`config.mk`:
```
export PLATFORM = sky130hd
export DESIGN_NAME = axis_calibrate_center_deadzone_flat
export DESIGN_NICKNAME = d
export VERILOG_FILES = /design/src/design/acd_pkg.sv /design/src/design/acd_if.sv /design/src/design/axis_calibrate_center_deadzone.sv /design/src/design/acd_div_pipe.sv /design/src/flat_wrapper.sv
export SDC_FILE = /design/constraint.sdc
export NUM_CORES = 2
export LEC_CHECK = 0
export ABC_AREA = 1
export ABC_CLOCK_PERIOD_IN_PS = 18000
export BUFFER_PORTS_ARGS = -buffer_cell sky130_fd_sc_hd__clkbuf_2
export CAP_MARGIN = 15
export CORE_MARGIN = 1.5
export CORE_UTILIZATION = 65
export DETAILED_ROUTE_END_ITERATION = 7
export HOLD_SLACK_MARGIN = 0.12
export PLACE_DENSITY = 0.85
export SLEW_MARGIN = 0
export SYNTH_ARGS = -nofsm -noshare
export SYNTH_HDL_FRONTEND = slang
export SYNTH_SLANG_ARGS = --single-unit
export TNS_END_PERCENT = 5
```
`constraint.sdc`:
```
create_clock -name clock -period 18 [get_ports clock]
set_input_delay 0.9 -clock clock [delete_from_list [all_inputs] [get_ports clock]]
set_output_delay 0.9 -clock clock [all_outputs]
set_load 0.1 [all_outputs]
```
`src/design/acd_pkg.sv`:
```
// ----------------------------------------------------------------------------
// acd_pkg
// shared constants and types of the axis calibration and deadzone block
// ----------------------------------------------------------------------------
package acd_pkg;

   localparam int DEF_RAW_WIDTH = 16;
   localparam int DEF_FRAC_BITS = 16;
   localparam int SPAN_WIDTH    = 16;
   localparam int SHIFT_WIDTH   = 17;
   localparam int CSR_WIDTH     = 17;
   localparam int CSR_IDX_W     = 3;

   typedef enum logic [CSR_IDX_W-1:0] {
      REG_SPAN_LOW     = 3'd0,
      REG_SPAN_HIGH    = 3'd1,
      REG_DEAD_BAND    = 3'd2,
      REG_CENTER_SHIFT = 3'd3,
      REG_REVERSE      = 3'd4
   } csr_index_type;

   // zone of a linear position relative to the deadzone band
   typedef enum logic [1:0] {
      ZONE_PASS   = 2'd0,
      ZONE_BELOW  = 2'd1,
      ZONE_ABOVE  = 2'd2,
      ZONE_INSIDE = 2'd3
   } zone_type;

   // flags that ride along the linear-map divider
   typedef struct packed {
      logic zero;
      logic ovf;
   } lin_flags_type;

endpackage

```
`src/design/acd_if.sv`:
```
// ----------------------------------------------------------------------------
// acd_req_if / acd_rsp_if
// valid/ready channels carrying raw samples and conditioned positions
// ----------------------------------------------------------------------------
interface acd_req_if #(
   parameter int RAW_WIDTH = 16
);
   logic                 valid;
   logic                 ready;
   logic [RAW_WIDTH-1:0] raw_position;

   modport source (output valid, output raw_position, input ready);
   modport sink   (input valid, input raw_position, output ready);
endinterface

interface acd_rsp_if #(
   parameter int FRAC_BITS = 16
);
   logic               valid;
   logic               ready;
   logic [FRAC_BITS:0] position;
   logic [FRAC_BITS:0] position_linear;

   modport source (output valid, output position, output position_linear, input ready);
   modport sink   (input valid, input position, input position_linear, output ready);
endinterface

```
`src/design/axis_calibrate_center_deadzone.sv`:
```
// ----------------------------------------------------------------------------
// axis_calibrate_center_deadzone
// steering-axis calibration with a shifted center deadzone
// ----------------------------------------------------------------------------
// Takes one raw axis sample per transfer and returns its linear position over
// the calibrated span plus the deadzone-conditioned position, both Q(FRAC_BITS)
// in 0..1 and optionally mirrored. One sample can be taken every cycle while no
// result stalls. The pipe holds two pipelined restoring dividers (FRAC_BITS+1
// quotient stages for the span map, FRAC_BITS for the deadzone stretch) and
// three stages of pre- and post-processing. Every stage is elastic, so a stalled
// result leaves earlier stages filling. The user must write registers through
// csr_we/csr_index/csr_wdata only while idle; the block does not enforce this.
// ----------------------------------------------------------------------------
module axis_calibrate_center_deadzone #(
   parameter int RAW_WIDTH = acd_pkg::DEF_RAW_WIDTH,
   parameter int FRAC_BITS = acd_pkg::DEF_FRAC_BITS
) (
   input  logic                           clock,
   input  logic                           reset,
   acd_req_if.sink                        req_chan,
   acd_rsp_if.source                      rsp_chan,
   input  logic                           csr_we,
   input  logic [acd_pkg::CSR_IDX_W-1:0]  csr_index,
   input  logic [acd_pkg::CSR_WIDTH-1:0]  csr_wdata
);

   import acd_pkg::*;

   localparam int AW    = (RAW_WIDTH > SPAN_WIDTH) ? RAW_WIDTH : SPAN_WIDTH;
   localparam int OW    = FRAC_BITS + 1;
   localparam int LW    = ((FRAC_BITS > 18) ? FRAC_BITS : 18) + 2;
   localparam int ONE_I = 1 << FRAC_BITS;
   localparam int DZ_MIN_I = (ONE_I * 5) / 1000;
   // span divider
   localparam int NW1 = AW + FRAC_BITS + 1;
   localparam int QW1 = FRAC_BITS + 1;
   localparam int SB1W = $bits(lin_flags_type);
   // deadzone divider
   localparam int DW2 = LW - 1;
   localparam int NW2 = DW2 + FRAC_BITS;
   localparam int QW2 = FRAC_BITS;
   localparam int SB2W = $bits(zone_type) + OW;

   localparam logic [OW-1:0] ONE  = OW'(ONE_I);
   localparam logic [OW-1:0] HALF = OW'(ONE_I / 2);
   localparam logic signed [LW-1:0] ONE_S  = LW'(ONE_I);
   localparam logic signed [LW-1:0] HALF_S = LW'(ONE_I / 2);

   // configuration registers
   logic [SPAN_WIDTH-1:0]         span_low_ff, span_high_ff, dead_band_ff;
   logic signed [SHIFT_WIDTH-1:0] center_shift_ff;
   logic                          reverse_ff;

   always_ff @(posedge clock) begin
      if (reset) begin
         span_low_ff     <= '0;
         span_high_ff    <= '1;
         dead_band_ff    <= '0;
         center_shift_ff <= '0;
         reverse_ff      <= 1'b0;
      end else if (csr_we) begin
         case (csr_index_type'(csr_index))
            REG_SPAN_LOW:     span_low_ff     <= csr_wdata[SPAN_WIDTH-1:0];
            REG_SPAN_HIGH:    span_high_ff    <= csr_wdata[SPAN_WIDTH-1:0];
            REG_DEAD_BAND:    dead_band_ff    <= csr_wdata[SPAN_WIDTH-1:0];
            REG_CENTER_SHIFT: center_shift_ff <= $signed(csr_wdata[SHIFT_WIDTH-1:0]);
            REG_REVERSE:      reverse_ff      <= csr_wdata[0];
            default: ;
         endcase
      end
   end

   // band limits; the user must keep them static while items are in flight (not enforced)
   logic signed [LW-1:0] center, band_lo, band_hi, room_hi;
   logic                 dz_en;

   assign center  = HALF_S + LW'(center_shift_ff);
   assign band_lo = center - $signed(LW'(dead_band_ff));
   assign band_hi = center + $signed(LW'(dead_band_ff));
   assign room_hi = ONE_S - band_hi;
   assign dz_en   = (32'(dead_band_ff) > 32'(DZ_MIN_I));

   // ---------------- stage 1: span offset and magnitudes ----------------
   logic signed [AW:0] diff;
   logic signed [SPAN_WIDTH:0] den;
   logic               zero_c;
   logic [AW-1:0]      mag_c;
   logic [SPAN_WIDTH-1:0] dmag_c;

   assign diff   = $signed((AW+1)'(req_chan.raw_position)) - $signed((AW+1)'(span_low_ff));
   assign den    = $signed({1'b0, span_high_ff}) - $signed({1'b0, span_low_ff});
   assign mag_c  = diff[AW] ? AW'(-diff) : AW'(diff);
   assign dmag_c = den[SPAN_WIDTH] ? SPAN_WIDTH'(-den) : SPAN_WIDTH'(den);
   // zero-width span, sample on span_low, or sample on the far side
   assign zero_c = (den == '0) || (diff == '0) || (diff[AW] != den[SPAN_WIDTH]);

   logic                  s1_v_ff;
   logic [AW-1:0]         s1_mag_ff;
   logic [SPAN_WIDTH-1:0] s1_dmag_ff;
   logic                  s1_zero_ff;
   logic                  s1_rdy, div1_in_ready;

   assign s1_rdy         = !s1_v_ff || div1_in_ready;
   assign req_chan.ready = s1_rdy;

   always_ff @(posedge clock) begin
      if (reset) begin
         s1_v_ff <= 1'b0;
      end else if (s1_rdy) begin
         s1_v_ff <= req_chan.valid;
      end
   end

   always_ff @(posedge clock) begin
      if (s1_rdy) begin
         s1_mag_ff  <= mag_c;
         s1_dmag_ff <= dmag_c;
         s1_zero_ff <= zero_c;
      end
   end

   // rounded numerator and saturation check for the span division
   logic [NW1-1:0] num1, lim1;
   lin_flags_type  flags1_in, flags1_out;

   assign num1 = (NW1'(s1_mag_ff) << FRAC_BITS) + NW1'(s1_dmag_ff >> 1);
   assign lim1 = NW1'(s1_dmag_ff) << (FRAC_BITS + 1);
   assign flags1_in.zero = s1_zero_ff;
   assign flags1_in.ovf  = (num1 >= lim1);

   logic           div1_out_valid, s2_rdy;
   logic [QW1-1:0] quo1;

   acd_div_pipe #(
      .NW (NW1), .DW (SPAN_WIDTH), .QW (QW1), .SBW (SB1W)
   ) u_div_span (
      .clock     (clock),
      .reset     (reset),
      .in_valid  (s1_v_ff),
      .in_ready  (div1_in_ready),
      .in_num    (num1),
      .in_den    (s1_dmag_ff),
      .in_sb     (flags1_in),
      .out_valid (div1_out_valid),
      .out_ready (s2_rdy),
      .out_quo   (quo1),
      .out_sb    (flags1_out)
   );

   // ---------------- stage 2: linear position and zone ----------------
   logic [OW-1:0]        lin_c;
   logic signed [LW-1:0] lin_s;
   zone_type             zone_c;

   always_comb begin
      if (flags1_out.zero) begin
         lin_c = '0;
      end else if (flags1_out.ovf || quo1 > ONE) begin
         lin_c = ONE;
      end else begin
         lin_c = quo1;
      end
   end

   assign lin_s = $signed(LW'(lin_c));

   always_comb begin
      if (!dz_en) begin
         zone_c = ZONE_PASS;
      end else if (lin_s < band_lo) begin
         zone_c = ZONE_BELOW;
      end else if (lin_s > band_hi) begin
         zone_c = ZONE_ABOVE;
      end else begin
         zone_c = ZONE_INSIDE;
      end
   end

   logic          s2_v_ff;
   logic [OW-1:0] s2_lin_ff;
   zone_type      s2_zone_ff;
   logic          div2_in_ready;

   assign s2_rdy = !s2_v_ff || div2_in_ready;

   always_ff @(posedge clock) begin
      if (reset) begin
         s2_v_ff <= 1'b0;
      end else if (s2_rdy) begin
         s2_v_ff <= div1_out_valid;
      end
   end

   always_ff @(posedge clock) begin
      if (s2_rdy) begin
         s2_lin_ff  <= lin_c;
         s2_zone_ff <= zone_c;
      end
   end

   // stretch operands: below band lin/lo, above band (lin-hi)/(1-hi), scaled by one half
   logic [OW-1:0]        over_hi;
   logic signed [LW-1:0] lin_minus_hi;
   logic [OW-1:0]        part2;
   logic [DW2-1:0]       den2;
   logic [NW2-1:0]       num2;

   assign lin_minus_hi = $signed(LW'(s2_lin_ff)) - band_hi;
   assign over_hi      = lin_minus_hi[OW-1:0];

   always_comb begin
      case (s2_zone_ff)
         ZONE_BELOW: begin
            part2 = s2_lin_ff;
            den2  = band_lo[DW2-1:0];
         end
         ZONE_ABOVE: begin
            part2 = over_hi;
            den2  = room_hi[DW2-1:0];
         end
         default: begin
            part2 = '0;
            den2  = DW2'(1);
         end
      endcase
   end

   assign num2 = (NW2'(part2) << (FRAC_BITS - 1)) + NW2'(den2 >> 1);

   logic            div2_out_valid, s3_rdy;
   logic [QW2-1:0]  quo2;
   logic [SB2W-1:0] sb2_out;

   acd_div_pipe #(
      .NW (NW2), .DW (DW2), .QW (QW2), .SBW (SB2W)
   ) u_div_zone (
      .clock     (clock),
      .reset     (reset),
      .in_valid  (s2_v_ff),
      .in_ready  (div2_in_ready),
      .in_num    (num2),
      .in_den    (den2),
      .in_sb     ({s2_zone_ff, s2_lin_ff}),
      .out_valid (div2_out_valid),
      .out_ready (s3_rdy),
      .out_quo   (quo2),
      .out_sb    (sb2_out)
   );

   // ---------------- stage 3: conditioned position, mirror, output ----------------
   zone_type      zone3;
   logic [OW-1:0] lin3, pos_c, above_c, pos_o, lin_o;

   assign zone3   = zone_type'(sb2_out[SB2W-1 -: $bits(zone_type)]);
   assign lin3    = sb2_out[OW-1:0];
   assign above_c = HALF + OW'(quo2);

   always_comb begin
      case (zone3)
         ZONE_PASS:   pos_c = lin3;
         ZONE_INSIDE: pos_c = HALF;
         ZONE_BELOW:  pos_c = (OW'(quo2) > ONE) ? ONE : OW'(quo2);
         ZONE_ABOVE:  pos_c = (above_c > ONE) ? ONE : above_c;
         default:     pos_c = lin3;
      endcase
   end

   assign pos_o = reverse_ff ? ONE - pos_c : pos_c;
   assign lin_o = reverse_ff ? ONE - lin3 : lin3;

   logic          out_v_ff;
   logic [OW-1:0] out_pos_ff, out_lin_ff;

   assign s3_rdy = !out_v_ff || rsp_chan.ready;

   always_ff @(posedge clock) begin
      if (reset) begin
         out_v_ff <= 1'b0;
      end else if (s3_rdy) begin
         out_v_ff <= div2_out_valid;
      end
   end

   always_ff @(posedge clock) begin
      if (s3_rdy) begin
         out_pos_ff <= pos_o;
         out_lin_ff <= lin_o;
      end
   end

   // result transfer
   assign rsp_chan.valid           = out_v_ff;
   assign rsp_chan.position        = out_pos_ff;
   assign rsp_chan.position_linear = out_lin_ff;

endmodule

```
`src/design/acd_div_pipe.sv`:
```
// ----------------------------------------------------------------------------
// acd_div_pipe
// pipelined restoring divider, one quotient bit per elastic stage
// ----------------------------------------------------------------------------
module acd_div_pipe #(
   parameter int NW  = 33,
   parameter int DW  = 16,
   parameter int QW  = 17,
   parameter int SBW = 2
) (
   input  logic          clock,
   input  logic          reset,
   input  logic          in_valid,
   output logic          in_ready,
   input  logic [NW-1:0] in_num,
   input  logic [DW-1:0] in_den,
   input  logic [SBW-1:0] in_sb,
   output logic          out_valid,
   input  logic          out_ready,
   output logic [QW-1:0] out_quo,
   output logic [SBW-1:0] out_sb
);

   localparam int RW = (NW > DW + QW) ? NW : DW + QW;

   logic          v_ff   [QW];
   logic [RW-1:0] rem_ff [QW];
   logic [DW-1:0] den_ff [QW];
   logic [QW-1:0] quo_ff [QW];
   logic [SBW-1:0] sb_ff [QW];
   logic [QW:0]   rdy;

   assign rdy[QW] = out_ready;

   for (genvar k = 0; k < QW; k++) begin : g_stage
      localparam int SH = QW - 1 - k;
      logic          v_src;
      logic [RW-1:0] rem_src;
      logic [DW-1:0] den_src;
      logic [QW-1:0] quo_src;
      logic [SBW-1:0] sb_src;
      logic [RW-1:0] trial;
      logic          hit;

      if (k == 0) begin : g_first
         assign v_src   = in_valid;
         assign rem_src = RW'(in_num);
         assign den_src = in_den;
         assign quo_src = '0;
         assign sb_src  = in_sb;
      end else begin : g_next
         assign v_src   = v_ff[k-1];
         assign rem_src = rem_ff[k-1];
         assign den_src = den_ff[k-1];
         assign quo_src = quo_ff[k-1];
         assign sb_src  = sb_ff[k-1];
      end

      assign trial  = RW'(den_src) << SH;
      assign hit    = (rem_src >= trial);
      assign rdy[k] = !v_ff[k] || rdy[k+1];

      always_ff @(posedge clock) begin
         if (reset) begin
            v_ff[k] <= 1'b0;
         end else if (rdy[k]) begin
            v_ff[k] <= v_src;
         end
      end

      always_ff @(posedge clock) begin
         if (rdy[k]) begin
            rem_ff[k] <= hit ? rem_src - trial : rem_src;
            den_ff[k] <= den_src;
            quo_ff[k] <= quo_src | (hit ? (QW'(1) << SH) : '0);
            sb_ff[k]  <= sb_src;
         end
      end
   end

   assign in_ready  = rdy[0];
   assign out_valid = v_ff[QW-1];
   assign out_quo   = quo_ff[QW-1];
   assign out_sb    = sb_ff[QW-1];

endmodule

```
`src/flat_wrapper.sv`:
```
// flat-port wrapper written by rule: the top's interface ports become plain ports
module axis_calibrate_center_deadzone_flat import acd_pkg::*;
#(
   parameter int RAW_WIDTH = acd_pkg::DEF_RAW_WIDTH,
   parameter int FRAC_BITS = acd_pkg::DEF_FRAC_BITS
)
  (clock, reset, csr_we, csr_index, csr_wdata, req_chan_valid, req_chan_raw_position, req_chan_ready, rsp_chan_valid, rsp_chan_position, rsp_chan_position_linear, rsp_chan_ready);
  acd_req_if #(.RAW_WIDTH(RAW_WIDTH)) req_chan_i ();
  acd_rsp_if #(.FRAC_BITS(FRAC_BITS)) rsp_chan_i ();
  input  logic clock;
  input  logic reset;
  input  logic csr_we;
  input  logic [acd_pkg::CSR_IDX_W-1:0] csr_index;
  input  logic [acd_pkg::CSR_WIDTH-1:0] csr_wdata;
  input wire logic [$bits(req_chan_i.valid)-1:0] req_chan_valid;
  input wire logic [$bits(req_chan_i.raw_position)-1:0] req_chan_raw_position;
  output wire logic [$bits(req_chan_i.ready)-1:0] req_chan_ready;
  output wire logic [$bits(rsp_chan_i.valid)-1:0] rsp_chan_valid;
  output wire logic [$bits(rsp_chan_i.position)-1:0] rsp_chan_position;
  output wire logic [$bits(rsp_chan_i.position_linear)-1:0] rsp_chan_position_linear;
  input wire logic [$bits(rsp_chan_i.ready)-1:0] rsp_chan_ready;
  assign req_chan_i.valid = req_chan_valid;
  assign req_chan_i.raw_position = req_chan_raw_position;
  assign req_chan_ready = req_chan_i.ready;
  assign rsp_chan_valid = rsp_chan_i.valid;
  assign rsp_chan_position = rsp_chan_i.position;
  assign rsp_chan_position_linear = rsp_chan_i.position_linear;
  assign rsp_chan_i.ready = rsp_chan_ready;
  axis_calibrate_center_deadzone #(.RAW_WIDTH(RAW_WIDTH), .FRAC_BITS(FRAC_BITS)) u_core (.clock(clock), .reset(reset), .req_chan(req_chan_i), .rsp_chan(rsp_chan_i), .csr_we(csr_we), .csr_index(csr_index), .csr_wdata(csr_wdata));
endmodule
```
==> results.md <==
- Status: finished, violations left
- Failing checks: DRC
- Post-cts resize count: 0
- I/O Buffers: between 70 and 80
- Max Slew Vio Count: 0
- Final Total Pwr: 23.5 mW
- #FFs+latches synth: around 2200
- Critical Path Start Type: flip-flop
- CTS tree: done
- Total grt overflow: 0
- Post-synth cell types: between 70 and 80
- Row count: 151
- Worst-Skew Late Latency: 880 ps
- Final setup fails: 0
- CTS buffer count: 211
- Pwr dens: 194 nW/µm²
- Leak Pwr: approximately 50 nW
- Die area: 173000 µm²
- IO Count: 77
- Fmax: between 100 and 150 MHz
- Max clock buf depth: 3
- Mapped Avg Cell Area: ~11 µm²
- Max-cap violations: 0
- Clk slew on worst S/H paths: 60 ps
- Gpl congestion: between 0.9 and 1
- Gr usage total: 0.278
- Vias in the first global route: between 70000 and 80000
- Layout cell share with drive strength beyond 1: 0.0525
- CTS Hold Bufs: 0
- Worst vdd rail ir drop: roughly 0.13 mV
- Final ANT Viol Nets: 0
- Drt pass-1 iters: 8
- Nature of the critical path endpoint: flip-flop
- Primary FF master, synth: edfxtp_1
- Core Box Area: approximately 170000 µm²
- Vias per cell: between 5 and 6
- Slowest cell on crit path: fa_1
- Relative slew margins: 0.194
- H-tree depth: 4
- Nets: between 10000 and 15000
- ANT cells: 0
- Non-filler cells, final: around 13000
- TNS Setup: 0 ps
- Dpl cells: around 13000
- Via Count: between 70000 and 80000
- Ys Warns: 0
- Iter 0 DRT Violations: 6771
- Synth area leaders: edfxtp_1 (56%), ha_1 (8.0%), nand2_1 (5.3%)
- Syn_nets: 11200
- Min cycle time layout: about 8600 ps
- Clock root cell: clkbuf_16
- Filler cells: approximately 11000
- Setup Buffers After CTS: 0
- Dpl hpwl: between 150000 and 200000 µm
- Sequential area share after synthesis: 0.576
- Initial antenna violation count: 1
- Final worst path period share: 0.477
- Final WL: around 240000 µm
- Die Wd: 416 µm
- Ys async rst share: 0
- Largest net degree at the start of global routing: slightly above 80
- Slew @ Worst Pin: 1210 ps
- First-pass GRT wire length: about 380000 µm
- Die extent in y: approximately 420 µm
- Worst-path maximum fanout: 26
- Most common cell on crit path: nand2_1
- Worst Path Arrival: between 9000 and 10000 ps
- Hold Path Class: input pin to flip-flop
- Biggest area consumer among synthesized cells: edfxtp_1
- Slowest stage delay, CP: 500 ps
- RSZ-0062 raised after global routing: false
- Post-synth EDFFs: 2084
- Synthesized area: between 100000 and 150000 µm²
- Synth top area share: 0.564
- Hold Fails Final Rpt: 0
- TritonCTS Sinks: between 2000 and 2500
- Mean routed wirelength per cell: between 15 and 20 µm
- Layout Skew: 72.1 ps
- CP Data Required Time: 18550 ps
- DRC errors left: 14
- Gate Count Post-Synth: about 10000
- Layout area overhead: 9.23%
- Initial Utilization: 0.655
- Crit path kind: flip-flop to flip-flop
==> power by group <==
part / switching [mW] / leakage [nW] / internal [mW]
Sequential: 1.28 / 22.5 / 8.22
Combinational: 5.88 / 24.0 / 3.65
Clock: 1.91 / 3.45 / 2.60
Total: 9.06 / 50.0 / 14.5
==> path summary, 6_finish.rpt <==
check | startpoint | end | slack, ps | depth (start not counted)
worst max-delay path | u_core.dead_band_ff[2] | u_core.u_div_zone.rem_ff[0][23] | 9420 | 42
worst min-delay path | req_chan_valid | u_core.s1_v_ff | 350 | 3
worst max register to register | u_core.dead_band_ff[2] | u_core.u_div_zone.rem_ff[0][23] | 9420 | 42
worst min register to register | u_core.u_div_zone.sb_ff[0][24] | u_core.u_div_zone.sb_ff[0][43] | 360 | 0
==> registers in the layout (all words and copies together) (netlist names), 34 cells and up <==
register                  cells
u_core.u_div_span.den_ff    254
u_core.u_div_zone.sb_ff     304
u_core.u_div_zone.rem_ff    497
u_core.u_div_span.quo_ff    153
u_core.u_div_zone.den_ff    193
u_core.u_div_zone.quo_ff    136
u_core.u_div_span.sb_ff      34
u_core.u_div_span.rem_ff    394
==> Yosys cell counts (26+ instances only) <==
library cell / instances
a21oi_1: 822
or2_2: 36
nand2_1: 1578
nand4_1: 185
nor3_1: 180
dfxtp_1: 69
ha_1: 712
inv_1: 1452
o21bai_1: 55
clkbuf_1: 137
nand3_1: 367
edfxtp_1: 2084
xor2_1: 442
a211oi_1: 28
o21ai_0: 732
xnor2_1: 377
nor2_1: 718
fa_1: 37
nor4_1: 93
a21o_1: 26
==> cell usage in the layout, fill, tap and decap left out, types with 37 or more instances in the layout <==
cell type / instances
nand2_1: 1571
edfxtp_1: 2084
buf_4: 52
clkinv_1: 42
nor2_1: 709
clkbuf_2: 76
nor4_1: 93
dfxtp_1: 69
nand3_1: 365
clkbuf_16: 213
xor2_1: 442
fa_1: 37
o21ai_0: 732
o21bai_1: 55
nor3_1: 180
inv_1: 1439
xnor2_1: 377
ha_1: 712
clkinv_2: 44
a21oi_1: 821
nand4_1: 185
==> worst max-delay path, delay by kind of cell, from the launching register on <==
| family | cells | cell delay (ps) |
|---|---|---|
| AND/OR/NAND/NOR | 20 | 2560 |
| AO/OA/AOI/OAI | 13 | 2820 |
| adder cells (fa/ha/maj) | 3 | 1160 |
| buffers and inverters | 5 | 890 |
| flip-flops | 1 | 340 |
| XOR/XNOR | 1 | 460 |
==> logic make-up (layout without fill, tap and decap cells) <==
kind of cell    Yosys count  in the layout  share of synthesized area
simple gates           3228           3228                      0.126
flops                  2153           2153                      0.576
compound gates         1852           1852                     0.0908
buf+inv                1618           1986                     0.0550
xor+xnor                819            819                     0.0646
fa+ha+maj               749            749                     0.0870
==> metrics by stage <==
stage               cell area, µm²  hold WS, ps  setup WS, ps  utilization
global route                121000          330          8580        0.715
floorplan                   111000          400          5790            -
global placement            114000          402          9290        0.672
detailed placement          114000          405          9070        0.672
CTS                         121000          292          8940        0.715
finish                      121000          352          9420        0.715
==> cell type report <==
type / instances / area [µm²] / area share
Clock buffer: 247 / 5490 / 0.0453
Clock inverter: 147 / 1690 / 0.0139
Inverter: 1460 / 5490 / 0.0453
Multi-Input combinational cell: 6648 / 40900 / 0.338
Sequential cell: 2153 / 64000 / 0.528
Tap cell: 2218 / 2780 / 0.0229
Timing Repair Buffer: 132 / 846 / 0.00698
==> per-layer routing <==
metal / vias to the layer above / global-route usage / wire (µm)
li1: 36600 / - / -
met4: 0 / 0.121 / 10600
met2: 2731 / 0.475 / 117000
met5: - / 0 / 0
met3: 626 / 0.0378 / 14400
met1: 35700 / 0.355 / 99600
(Power assumes the default switching activity.)
